[src/design/genotype_pair_mismatch_counter_core_macros.svh]
// Assertion macros for the genotype pair mismatch counter.
// Included by the RTL file that carries concurrent checks; no other dependencies.
`ifndef GENOTYPE_PAIR_MISMATCH_COUNTER_CORE_MACROS_SVH
`define GENOTYPE_PAIR_MISMATCH_COUNTER_CORE_MACROS_SVH

`ifndef SYNTH

// Clocked check, masked while reset is asserted
`define GPMC_ASSERT(lbl, prop, msg) \
    lbl: assert property (@(posedge clk) disable iff (!rst_n) prop) else $error(msg);

// Clocked check that also holds during reset
`define GPMC_ASSERT_ALWAYS(lbl, prop, msg) \
    lbl: assert property (@(posedge clk) prop) else $error(msg);

`else

`define GPMC_ASSERT(lbl, prop, msg)
`define GPMC_ASSERT_ALWAYS(lbl, prop, msg)

`endif

`endif

[src/design/gpmc_pkg.sv]
// Shared constants and types for the genotype pair mismatch counter.
// No dependencies; imported by the interfaces and every module.
`timescale 1ns / 1ps
`default_nettype none

package gpmc_pkg;

    // Field widths
    localparam int ALLELE_W       = 8;
    localparam int CODE_W         = 2;
    localparam int OUT_W          = 32;
    localparam int NUM_CNT        = 6;
    localparam int DEF_COUNT_BITS = 32;

    // Largest legal allele code
    localparam logic [CODE_W-1:0] MAX_CODE = 2'd3;

    // Counter slots
    localparam int CNT_VALID    = 0;
    localparam int CNT_MISMATCH = 1;
    localparam int CNT_HOMHOM   = 2;
    localparam int CNT_OVERLAP  = 3;
    localparam int CNT_DISJOINT = 4;
    localparam int CNT_HETHET   = 5;

    // Per-site increment flags from the classifier
    typedef struct packed {
        logic valid;
        logic mismatch;
        logic homhom;
        logic overlap;
        logic disjoint;
        logic hethet;
    } site_flags_t;

    typedef logic [NUM_CNT-1:0][OUT_W-1:0] count_vec_t;

endpackage

`default_nettype wire

[src/design/gpmc_if.sv]
// Valid/ready channel interfaces: site words in, count words out.
// Depends on gpmc_pkg.
`timescale 1ns / 1ps
`default_nettype none

interface gpmc_site_if;
    import gpmc_pkg::*;

    logic                       valid;
    logic                       ready;
    logic signed [ALLELE_W-1:0] first_a;
    logic signed [ALLELE_W-1:0] second_a;
    logic signed [ALLELE_W-1:0] first_b;
    logic signed [ALLELE_W-1:0] second_b;
    logic                       end_of_pair;

    modport source (output valid, first_a, second_a, first_b, second_b, end_of_pair,
                    input ready);
    modport sink   (input valid, first_a, second_a, first_b, second_b, end_of_pair,
                    output ready);
endinterface

interface gpmc_result_if;
    import gpmc_pkg::*;

    logic             valid;
    logic             ready;
    logic [OUT_W-1:0] valid_sites;
    logic [OUT_W-1:0] mismatched_sites;
    logic [OUT_W-1:0] hom_hom_count;
    logic [OUT_W-1:0] het_hom_overlap_count;
    logic [OUT_W-1:0] het_hom_disjoint_count;
    logic [OUT_W-1:0] het_het_count;

    modport source (output valid, valid_sites, mismatched_sites, hom_hom_count,
                    het_hom_overlap_count, het_hom_disjoint_count, het_het_count,
                    input ready);
    modport sink   (input valid, valid_sites, mismatched_sites, hom_hom_count,
                    het_hom_overlap_count, het_hom_disjoint_count, het_het_count,
                    output ready);
endinterface

`default_nettype wire

[src/design/gpmc_classify.sv]
// Site classifier: range check, pair ordering and mismatch class flags.
// Pure combinational; depends on gpmc_pkg.
`timescale 1ns / 1ps
`default_nettype none

module gpmc_classify (
    input  wire logic signed [gpmc_pkg::ALLELE_W-1:0] first_a,
    input  wire logic signed [gpmc_pkg::ALLELE_W-1:0] second_a,
    input  wire logic signed [gpmc_pkg::ALLELE_W-1:0] first_b,
    input  wire logic signed [gpmc_pkg::ALLELE_W-1:0] second_b,
    output gpmc_pkg::site_flags_t                     flags
);
    import gpmc_pkg::*;

    logic              in_range;
    logic [CODE_W-1:0] a_lo, a_hi, b_lo, b_hi;
    logic              a_hom, b_hom, differ;
    logic              homhom, overlap;

    // All four codes must be 0..3; negatives have the upper bits set
    always_comb
    begin
        in_range = (first_a[ALLELE_W-1:CODE_W] == '0)
                && (second_a[ALLELE_W-1:CODE_W] == '0)
                && (first_b[ALLELE_W-1:CODE_W] == '0)
                && (second_b[ALLELE_W-1:CODE_W] == '0)
                && (first_a[CODE_W-1:0] <= MAX_CODE);
    end

    // Order each pair ascending
    always_comb
    begin
        if (first_a[CODE_W-1:0] > second_a[CODE_W-1:0])
        begin
            a_lo = second_a[CODE_W-1:0];
            a_hi = first_a[CODE_W-1:0];
        end
        else
        begin
            a_lo = first_a[CODE_W-1:0];
            a_hi = second_a[CODE_W-1:0];
        end
        if (first_b[CODE_W-1:0] > second_b[CODE_W-1:0])
        begin
            b_lo = second_b[CODE_W-1:0];
            b_hi = first_b[CODE_W-1:0];
        end
        else
        begin
            b_lo = first_b[CODE_W-1:0];
            b_hi = second_b[CODE_W-1:0];
        end
    end

    // Mismatch class in priority order
    always_comb
    begin
        a_hom   = (a_lo == a_hi);
        b_hom   = (b_lo == b_hi);
        differ  = !((a_lo == b_lo) && (a_hi == b_hi));
        homhom  = a_hom && b_hom;
        overlap = !homhom
               && ((a_hom && ((a_lo == b_lo) || (a_lo == b_hi)))
               ||  (b_hom && ((b_lo == a_lo) || (b_lo == a_hi))));

        flags.valid    = in_range;
        flags.mismatch = in_range && differ;
        flags.homhom   = in_range && differ && homhom;
        flags.overlap  = in_range && differ && overlap;
        flags.disjoint = in_range && differ && !homhom && !overlap && (a_hom || b_hom);
        flags.hethet   = in_range && differ && !a_hom && !b_hom;
    end

endmodule

`default_nettype wire

[src/design/gpmc_counters.sv]
// Six saturating site counters with clear-on-last and 32-bit emit values.
// Depends on gpmc_pkg.
`timescale 1ns / 1ps
`default_nettype none

module gpmc_counters #(
    parameter int COUNT_BITS = gpmc_pkg::DEF_COUNT_BITS
) (
    input  wire logic                  clk,
    input  wire logic                  rst_n,
    input  wire logic                  step,
    input  wire logic                  last,
    input  wire gpmc_pkg::site_flags_t flags,
    output gpmc_pkg::count_vec_t       emit
);
    import gpmc_pkg::*;

    localparam int EXT_W = (COUNT_BITS > OUT_W) ? COUNT_BITS : OUT_W + 1;

    logic [NUM_CNT-1:0]                 inc;
    logic [NUM_CNT-1:0][COUNT_BITS-1:0] acc_reg;
    logic [NUM_CNT-1:0][COUNT_BITS-1:0] acc_next;
    logic [NUM_CNT-1:0][COUNT_BITS-1:0] bumped;
    logic [NUM_CNT-1:0][EXT_W-1:0]      wide;

    // Map classifier flags to counter slots
    always_comb
    begin
        inc               = '0;
        inc[CNT_VALID]    = flags.valid;
        inc[CNT_MISMATCH] = flags.mismatch;
        inc[CNT_HOMHOM]   = flags.homhom;
        inc[CNT_OVERLAP]  = flags.overlap;
        inc[CNT_DISJOINT] = flags.disjoint;
        inc[CNT_HETHET]   = flags.hethet;
    end

    // Saturating increment, clear after the last site, clamp for emit
    always_comb
    begin
        for (int i = 0; i < NUM_CNT; i++)
        begin
            if (inc[i] && !(&acc_reg[i]))
                bumped[i] = acc_reg[i] + COUNT_BITS'(1);
            else
                bumped[i] = acc_reg[i];
            acc_next[i] = last ? '0 : bumped[i];
            wide[i]     = EXT_W'(bumped[i]);
            if (|wide[i][EXT_W-1:OUT_W])
                emit[i] = '1;
            else
                emit[i] = wide[i][OUT_W-1:0];
        end
    end

    always_ff @(posedge clk or negedge rst_n)
    begin
        if (!rst_n)
            acc_reg <= '0;
        else if (step)
            acc_reg <= acc_next;
    end

endmodule

`default_nettype wire

[src/design/genotype_pair_mismatch_counter_core.sv]
// Genotype pair mismatch counter. A site word is captured in the input register,
// then classified and counted from it; a final site's counts are loaded into the
// result register that drives the result port. Throughput: one site word per cycle,
// set by the input register and the counter update; a final site stalls only while
// the result register is still full. Reset clears all counters and valid flags.
`timescale 1ns / 1ps
`default_nettype none

`include "genotype_pair_mismatch_counter_core_macros.svh"

module genotype_pair_mismatch_counter_core #(
    parameter int COUNT_BITS = gpmc_pkg::DEF_COUNT_BITS
) (
    input  wire logic      clk,
    input  wire logic      rst_n,
    gpmc_site_if.sink      site,
    gpmc_result_if.source  result
);
    import gpmc_pkg::*;

    // Input register
    logic                       s1_valid_reg;
    logic signed [ALLELE_W-1:0] s1_first_a_reg, s1_second_a_reg;
    logic signed [ALLELE_W-1:0] s1_first_b_reg, s1_second_b_reg;
    logic                       s1_last_reg;

    // Result register
    logic       out_valid_reg;
    count_vec_t out_reg;

    logic        out_free, s1_go, site_take;
    site_flags_t flags;
    count_vec_t  emit;

    // Handshake: a final site moves only when the result slot is free
    assign out_free  = !out_valid_reg || result.ready;
    assign s1_go     = s1_valid_reg && (!s1_last_reg || out_free);
    assign site.ready = !s1_valid_reg || s1_go;
    assign site_take = site.valid && site.ready;

    // Input stage valid flag
    always_ff @(posedge clk or negedge rst_n)
    begin
        if (!rst_n)
            s1_valid_reg <= 1'b0;
        else if (site.ready)
            s1_valid_reg <= site.valid;
    end

    // Input stage payload
    always_ff @(posedge clk)
    begin
        if (site_take)
        begin
            s1_first_a_reg  <= site.first_a;
            s1_second_a_reg <= site.second_a;
            s1_first_b_reg  <= site.first_b;
            s1_second_b_reg <= site.second_b;
            s1_last_reg     <= site.end_of_pair;
        end
    end

    gpmc_classify u_classify (
        .first_a  (s1_first_a_reg),
        .second_a (s1_second_a_reg),
        .first_b  (s1_first_b_reg),
        .second_b (s1_second_b_reg),
        .flags    (flags)
    );

    gpmc_counters #(
        .COUNT_BITS (COUNT_BITS)
    ) u_counters (
        .clk   (clk),
        .rst_n (rst_n),
        .step  (s1_go),
        .last  (s1_last_reg),
        .flags (flags),
        .emit  (emit)
    );

    // Result valid flag
    always_ff @(posedge clk or negedge rst_n)
    begin
        if (!rst_n)
            out_valid_reg <= 1'b0;
        else if (s1_go && s1_last_reg)
            out_valid_reg <= 1'b1;
        else if (result.ready)
            out_valid_reg <= 1'b0;
    end

    // Result payload
    always_ff @(posedge clk)
    begin
        if (s1_go && s1_last_reg)
            out_reg <= emit;
    end

    assign result.valid                  = out_valid_reg;
    assign result.valid_sites            = out_reg[CNT_VALID];
    assign result.mismatched_sites       = out_reg[CNT_MISMATCH];
    assign result.hom_hom_count          = out_reg[CNT_HOMHOM];
    assign result.het_hom_overlap_count  = out_reg[CNT_OVERLAP];
    assign result.het_hom_disjoint_count = out_reg[CNT_DISJOINT];
    assign result.het_het_count          = out_reg[CNT_HETHET];

    // Checks
    `GPMC_ASSERT(a_last_makes_result, (s1_go && s1_last_reg) |=> out_valid_reg,
                 "final site did not load the result register")
    `GPMC_ASSERT(a_stalled_last_held, (s1_valid_reg && !s1_go) |=> s1_valid_reg,
                 "stalled final site was dropped")
    `GPMC_ASSERT(a_empty_stage_ready, !s1_valid_reg |-> site.ready,
                 "empty input stage refused a word")
    `GPMC_ASSERT(a_mismatch_le_valid,
                 out_valid_reg |-> (out_reg[CNT_MISMATCH] <= out_reg[CNT_VALID]),
                 "mismatch count exceeds valid count")
    // flags are checked on the edge after reset is sampled, once the async clear has landed
    `GPMC_ASSERT_ALWAYS(a_reset_idle, !rst_n |=> (!out_valid_reg && !s1_valid_reg),
                        "valid flags not cleared in reset")

endmodule

`default_nettype wire
[src/flat_wrapper.sv]
// flat-port wrapper written by rule: the top's interface ports become plain ports
module genotype_pair_mismatch_counter_core_flat import gpmc_pkg::*;
#(
    parameter int COUNT_BITS = gpmc_pkg::DEF_COUNT_BITS
)
  (clk, rst_n, site_valid, site_first_a, site_second_a, site_first_b, site_second_b, site_end_of_pair, site_ready, result_valid, result_valid_sites, result_mismatched_sites, result_hom_hom_count, result_het_hom_overlap_count, result_het_hom_disjoint_count, result_het_het_count, result_ready);
  gpmc_site_if site_i ();
  gpmc_result_if result_i ();
  input  wire logic clk;
  input  wire logic rst_n;
  input wire logic [$bits(site_i.valid)-1:0] site_valid;
  input wire logic [$bits(site_i.first_a)-1:0] site_first_a;
  input wire logic [$bits(site_i.second_a)-1:0] site_second_a;
  input wire logic [$bits(site_i.first_b)-1:0] site_first_b;
  input wire logic [$bits(site_i.second_b)-1:0] site_second_b;
  input wire logic [$bits(site_i.end_of_pair)-1:0] site_end_of_pair;
  output wire logic [$bits(site_i.ready)-1:0] site_ready;
  output wire logic [$bits(result_i.valid)-1:0] result_valid;
  output wire logic [$bits(result_i.valid_sites)-1:0] result_valid_sites;
  output wire logic [$bits(result_i.mismatched_sites)-1:0] result_mismatched_sites;
  output wire logic [$bits(result_i.hom_hom_count)-1:0] result_hom_hom_count;
  output wire logic [$bits(result_i.het_hom_overlap_count)-1:0] result_het_hom_overlap_count;
  output wire logic [$bits(result_i.het_hom_disjoint_count)-1:0] result_het_hom_disjoint_count;
  output wire logic [$bits(result_i.het_het_count)-1:0] result_het_het_count;
  input wire logic [$bits(result_i.ready)-1:0] result_ready;
  assign site_i.valid = site_valid;
  assign site_i.first_a = site_first_a;
  assign site_i.second_a = site_second_a;
  assign site_i.first_b = site_first_b;
  assign site_i.second_b = site_second_b;
  assign site_i.end_of_pair = site_end_of_pair;
  assign site_ready = site_i.ready;
  assign result_valid = result_i.valid;
  assign result_valid_sites = result_i.valid_sites;
  assign result_mismatched_sites = result_i.mismatched_sites;
  assign result_hom_hom_count = result_i.hom_hom_count;
  assign result_het_hom_overlap_count = result_i.het_hom_overlap_count;
  assign result_het_hom_disjoint_count = result_i.het_hom_disjoint_count;
  assign result_het_het_count = result_i.het_het_count;
  assign result_i.ready = result_ready;
  genotype_pair_mismatch_counter_core #(.COUNT_BITS(COUNT_BITS)) u_core (.clk(clk), .rst_n(rst_n), .site(site_i), .result(result_i));
endmodule
[config.mk]
export PLATFORM = sky130hd
export DESIGN_NAME = genotype_pair_mismatch_counter_core_flat
export DESIGN_NICKNAME = d
export VERILOG_FILES = /design/src/design/gpmc_pkg.sv /design/src/design/gpmc_if.sv /design/src/design/gpmc_classify.sv /design/src/design/gpmc_counters.sv /design/src/design/genotype_pair_mismatch_counter_core.sv /design/src/flat_wrapper.sv
export VERILOG_INCLUDE_DIRS = /design/src /design/src/design
export SDC_FILE = /design/constraint.sdc
export NUM_CORES = 1
export LEC_CHECK = 0
export ABC_CLOCK_PERIOD_IN_PS = 13950
export BUFFER_PORTS_ARGS = -buffer_cell sky130_fd_sc_hd__buf_2
export CAP_MARGIN = 10
export CORE_AREA = 4 4 199 201
export DETAILED_ROUTE_END_ITERATION = 10
export DIE_AREA = 0 0 203 205
export PLACE_DENSITY = 0.75
export SETUP_SLACK_MARGIN = 0.1
export SYNTH_ARGS = -nofsm -noshare
export SYNTH_HDL_FRONTEND = slang
export SYNTH_HIERARCHICAL = 1
export SYNTH_SLANG_ARGS = --single-unit
[constraint.sdc]
create_clock -name clk -period 13.95 [get_ports clk]
set_input_delay 2.0925 -clock clk [delete_from_list [all_inputs] [get_ports clk]]
set_output_delay 2.0925 -clock clk [all_outputs]
set_load 0.01 [all_outputs]
==> metrics.txt <==
top cell type's share of synthesized area=32.6%; highest metal used=met4; layout cells sized above 1=16.9%; n_diodes=0; max reg flops=192; CTS tree=built; post-CTS setup buffer count=0; critical path class=reg2reg; Syn Nets=1958; CP peak stage delay=840 ps; detailed-route DRC error count=0; YS warnings=6; Core Area=37600 um2; Die Ht=205 um; later-pin clock latency in the skew report=560 ps; Clock Sink Count=419; worst hold path endpoint=u_core/u_counters/acc_reg[47]; wl on met1=21300 um; Sequential Area=11600 um2; vias=16100; # resized after CTS=0; total leakage power=9.14 nW; gpl congestion=0.856; worst reg2reg endpoint=u_core/result.het_hom_overlap_count[17]; slowest library cell on the worst path=a31oi_1; DR WL/cell=18.9 um; Worst Skew=16.0 ps; first-pass GRT wire length=80300 um; # H-tree levels=2; vias in the first global route=15400; post-DP HPWL=32000 um; fin crit period=4920 ps; total grt overflow=0; worst reg2reg path depth=14; clk slew on worst S/H paths=60 ps; Multi-input gate area=8440 um2; Total GRT Usage=23.4%; final setup TNS=0 ps; CP top delay family=simple AND/OR/NAND/NOR gates; VDD IR max=0.111 mV; die width=203 um; worst hold-check path type=reg2reg; Via density=6.14; Synth area leaders=edfxtp_1 33%, dfrtp_1 23%, xnor2_1 6.2%; Slew Viols, Final=0; power per cell area=122 nW/um2; largest net degree at the start of global routing=100; cts hold-fix bufs=0; crit-path max FO=12; Mapped Avg Cell Area=10.9 um2; slew margin rel.=20.7%; fmax=203 MHz; Worst Hold Launch=u_core/u_counters/acc_reg[47]; clock root cell=clkbuf_16; WP buf/inv=1; final hold vios=0; CTS Buf Count=43; row cnt=71; FILL cells=2923; Max clock buf depth=3; Worst Setup End Kind=flop; Netlist Area Pre-Place=20700 um2; routed wl met3=3510 um; Final Total Pwr=2.90 mW; WL final=49600 um; Routed Antenna Nets=0; Critical Path AT=5210 ps; num ports=231; Worst R2R Setup Slack=9030 ps; DIE AREA=41600 um2; Synth Flop Type=edfxtp_1; Crit path required time=14240 ps; PortBufs=230; Hold Path Stages=1; area leader, netlist=edfxtp_1; Post-synth EDFFs=225; period utilization=35.2%; Setup violations, final=0; starting density of the core=55.1%; Final Net Count=2124; Worst Tran Pin Value=1180 ps; outcome=completed; RSZ-0062 raised after global routing=false; synthesized instance count=1907; post-synthesis cell type count=76; synthesized flop and latch total=419; register area share after synthesis=56.1%; DRT iter0 DRCs=1429; first-pass iteration count of the detailed router=5; met2 wire length=23800 um; Max-Cap Viols=0; Layout area overhead=14.3%; asr flop ratio synth=46.3%; CP startpoint kind=flop; crit-path cells=inv_1 > ha_1 > nand2b_4 > o21ai_2 > mux2i_1 > xor2_1 > or3_1 > a211oi_2 > nand3_1 > or3_1 > a31oi_1 > nand2_1 > nor2_1 > xor2_1; antenna violations before repair=0; r2r startpoint=u_core/s1_second_b_reg[1]
-- Yosys cell counts, types with 5 or more instances --
| cell | number |
|---|---|
| or3_1 | 27 |
| o21ai_0 | 139 |
| dfrtp_1 | 194 |
| nor4_1 | 23 |
| xnor2_1 | 147 |
| and2_1 | 14 |
| nor2_1 | 89 |
| edfxtp_1 | 225 |
| a21oi_1 | 45 |
| a22o_1 | 18 |
| nor3_1 | 25 |
| and4_1 | 24 |
| xor2_1 | 46 |
| buf_1 | 8 |
| buf_2 | 8 |
| a211oi_2 | 5 |
| o211ai_1 | 8 |
| ha_1 | 14 |
| a21o_1 | 10 |
| inv_1 | 47 |
| nor2b_1 | 7 |
| a31oi_1 | 55 |
| o311ai_0 | 13 |
| mux2_2 | 9 |
| clkbuf_1 | 104 |
| and3_1 | 40 |
| mux2i_1 | 5 |
| or4_1 | 28 |
| nand4_1 | 63 |
| nand2_1 | 161 |
| o31ai_1 | 91 |
| nand3_1 | 133 |
| a41oi_1 | 17 |
-- power by group --
| part | internal [mW] | total, mW | switching, mW |
|---|---|---|---|
| Clock | 0.738 | 1.22 | 0.479 |
| Combinational | 0.0816 | 0.234 | 0.153 |
| Sequential | 1.39 | 1.45 | 0.0588 |
| Total | 2.21 | 2.90 | 0.691 |
-- final cells by class --
| cell class | count | share of cell area (%) |
|---|---|---|
| multi-input combinational | 1316 | 35.7 |
| timing repair buffer | 246 | 5.41 |
| clock inverter | 21 | 1.11 |
| inverter | 47 | 0.756 |
| sequential | 419 | 49.1 |
| clock buffer | 58 | 5.26 |
| tap | 511 | 2.70 |
-- layer usage --
| layer | vias up | track usage, % |
|---|---|---|
| li1 | 7505 | - |
| met1 | 7913 | 32.2 |
| met2 | 578 | 38.3 |
| met3 | 80 | 4.67 |
| met4 | 0 | 6.84 |
| met5 | - | 0 |
-- cells by family after synthesis --
family	synth area share (%)
AND/OR/NAND/NOR	16.8
AO/OA/AOI/OAI	14.1
flip-flops	56.1
XOR/XNOR	8.17
buffers and inverters	3.25
multiplexers	0.731
adder cells (fa/ha/maj)	0.846
-- stage by stage --
stage	setup slack [ps]	hold slack, ps	cells	area [um2]	utilization (%)
6_report	9030	535	2618	23700	63.0
5_1_grt	8770	549	2618	23700	63.0
4_1_cts	9080	529	2618	23700	63.0
3_5_place_dp	8850	517	2539	22200	58.9
3_3_place_gp	8870	505	2539	22200	58.9
2_1_floorplan	3160	484	1907	20700	-
-- worst max path at each step --
stage	from	endpoint	slack [ps]	cells past startpoint
after global routing	u_core/s1_first_a_reg[1]	u_core/result.het_hom_overlap_count[17]	8770	14
after floorplan	result_ready	u_core/result.het_het_count[0]	3160	2
after global placement	result_ready	u_core/u_counters/acc_reg[26]	8870	9
after detailed placement	result_ready	u_core/u_counters/acc_reg[124]	8850	8
after CTS	u_core/s1_second_b_reg[1]	u_core/result.het_hom_overlap_count[17]	9080	14
final	u_core/s1_second_b_reg[1]	u_core/result.het_hom_overlap_count[17]	9030	14
-- cells in the final DEF (no fill, tap or decap), types with 14 or more instances in the layout --
master,instances
and4_1,24
o31ai_1,91
clkbuf_16,45
or3_1,27
a31oi_1,55
and3_1,40
a22o_1,18
a41oi_1,17
nor4_1,23
nand3_1,133
edfxtp_1,225
and2_1,14
or4_1,28
buf_2,229
xnor2_1,147
xor2_1,46
o21ai_0,139
a21oi_1,45
nand4_1,63
nand2_1,160
ha_1,14
inv_1,45
nor3_1,25
dfrtp_1,194
nor2_1,87
buf_4,16
Power figures use the tool's default switching activity.
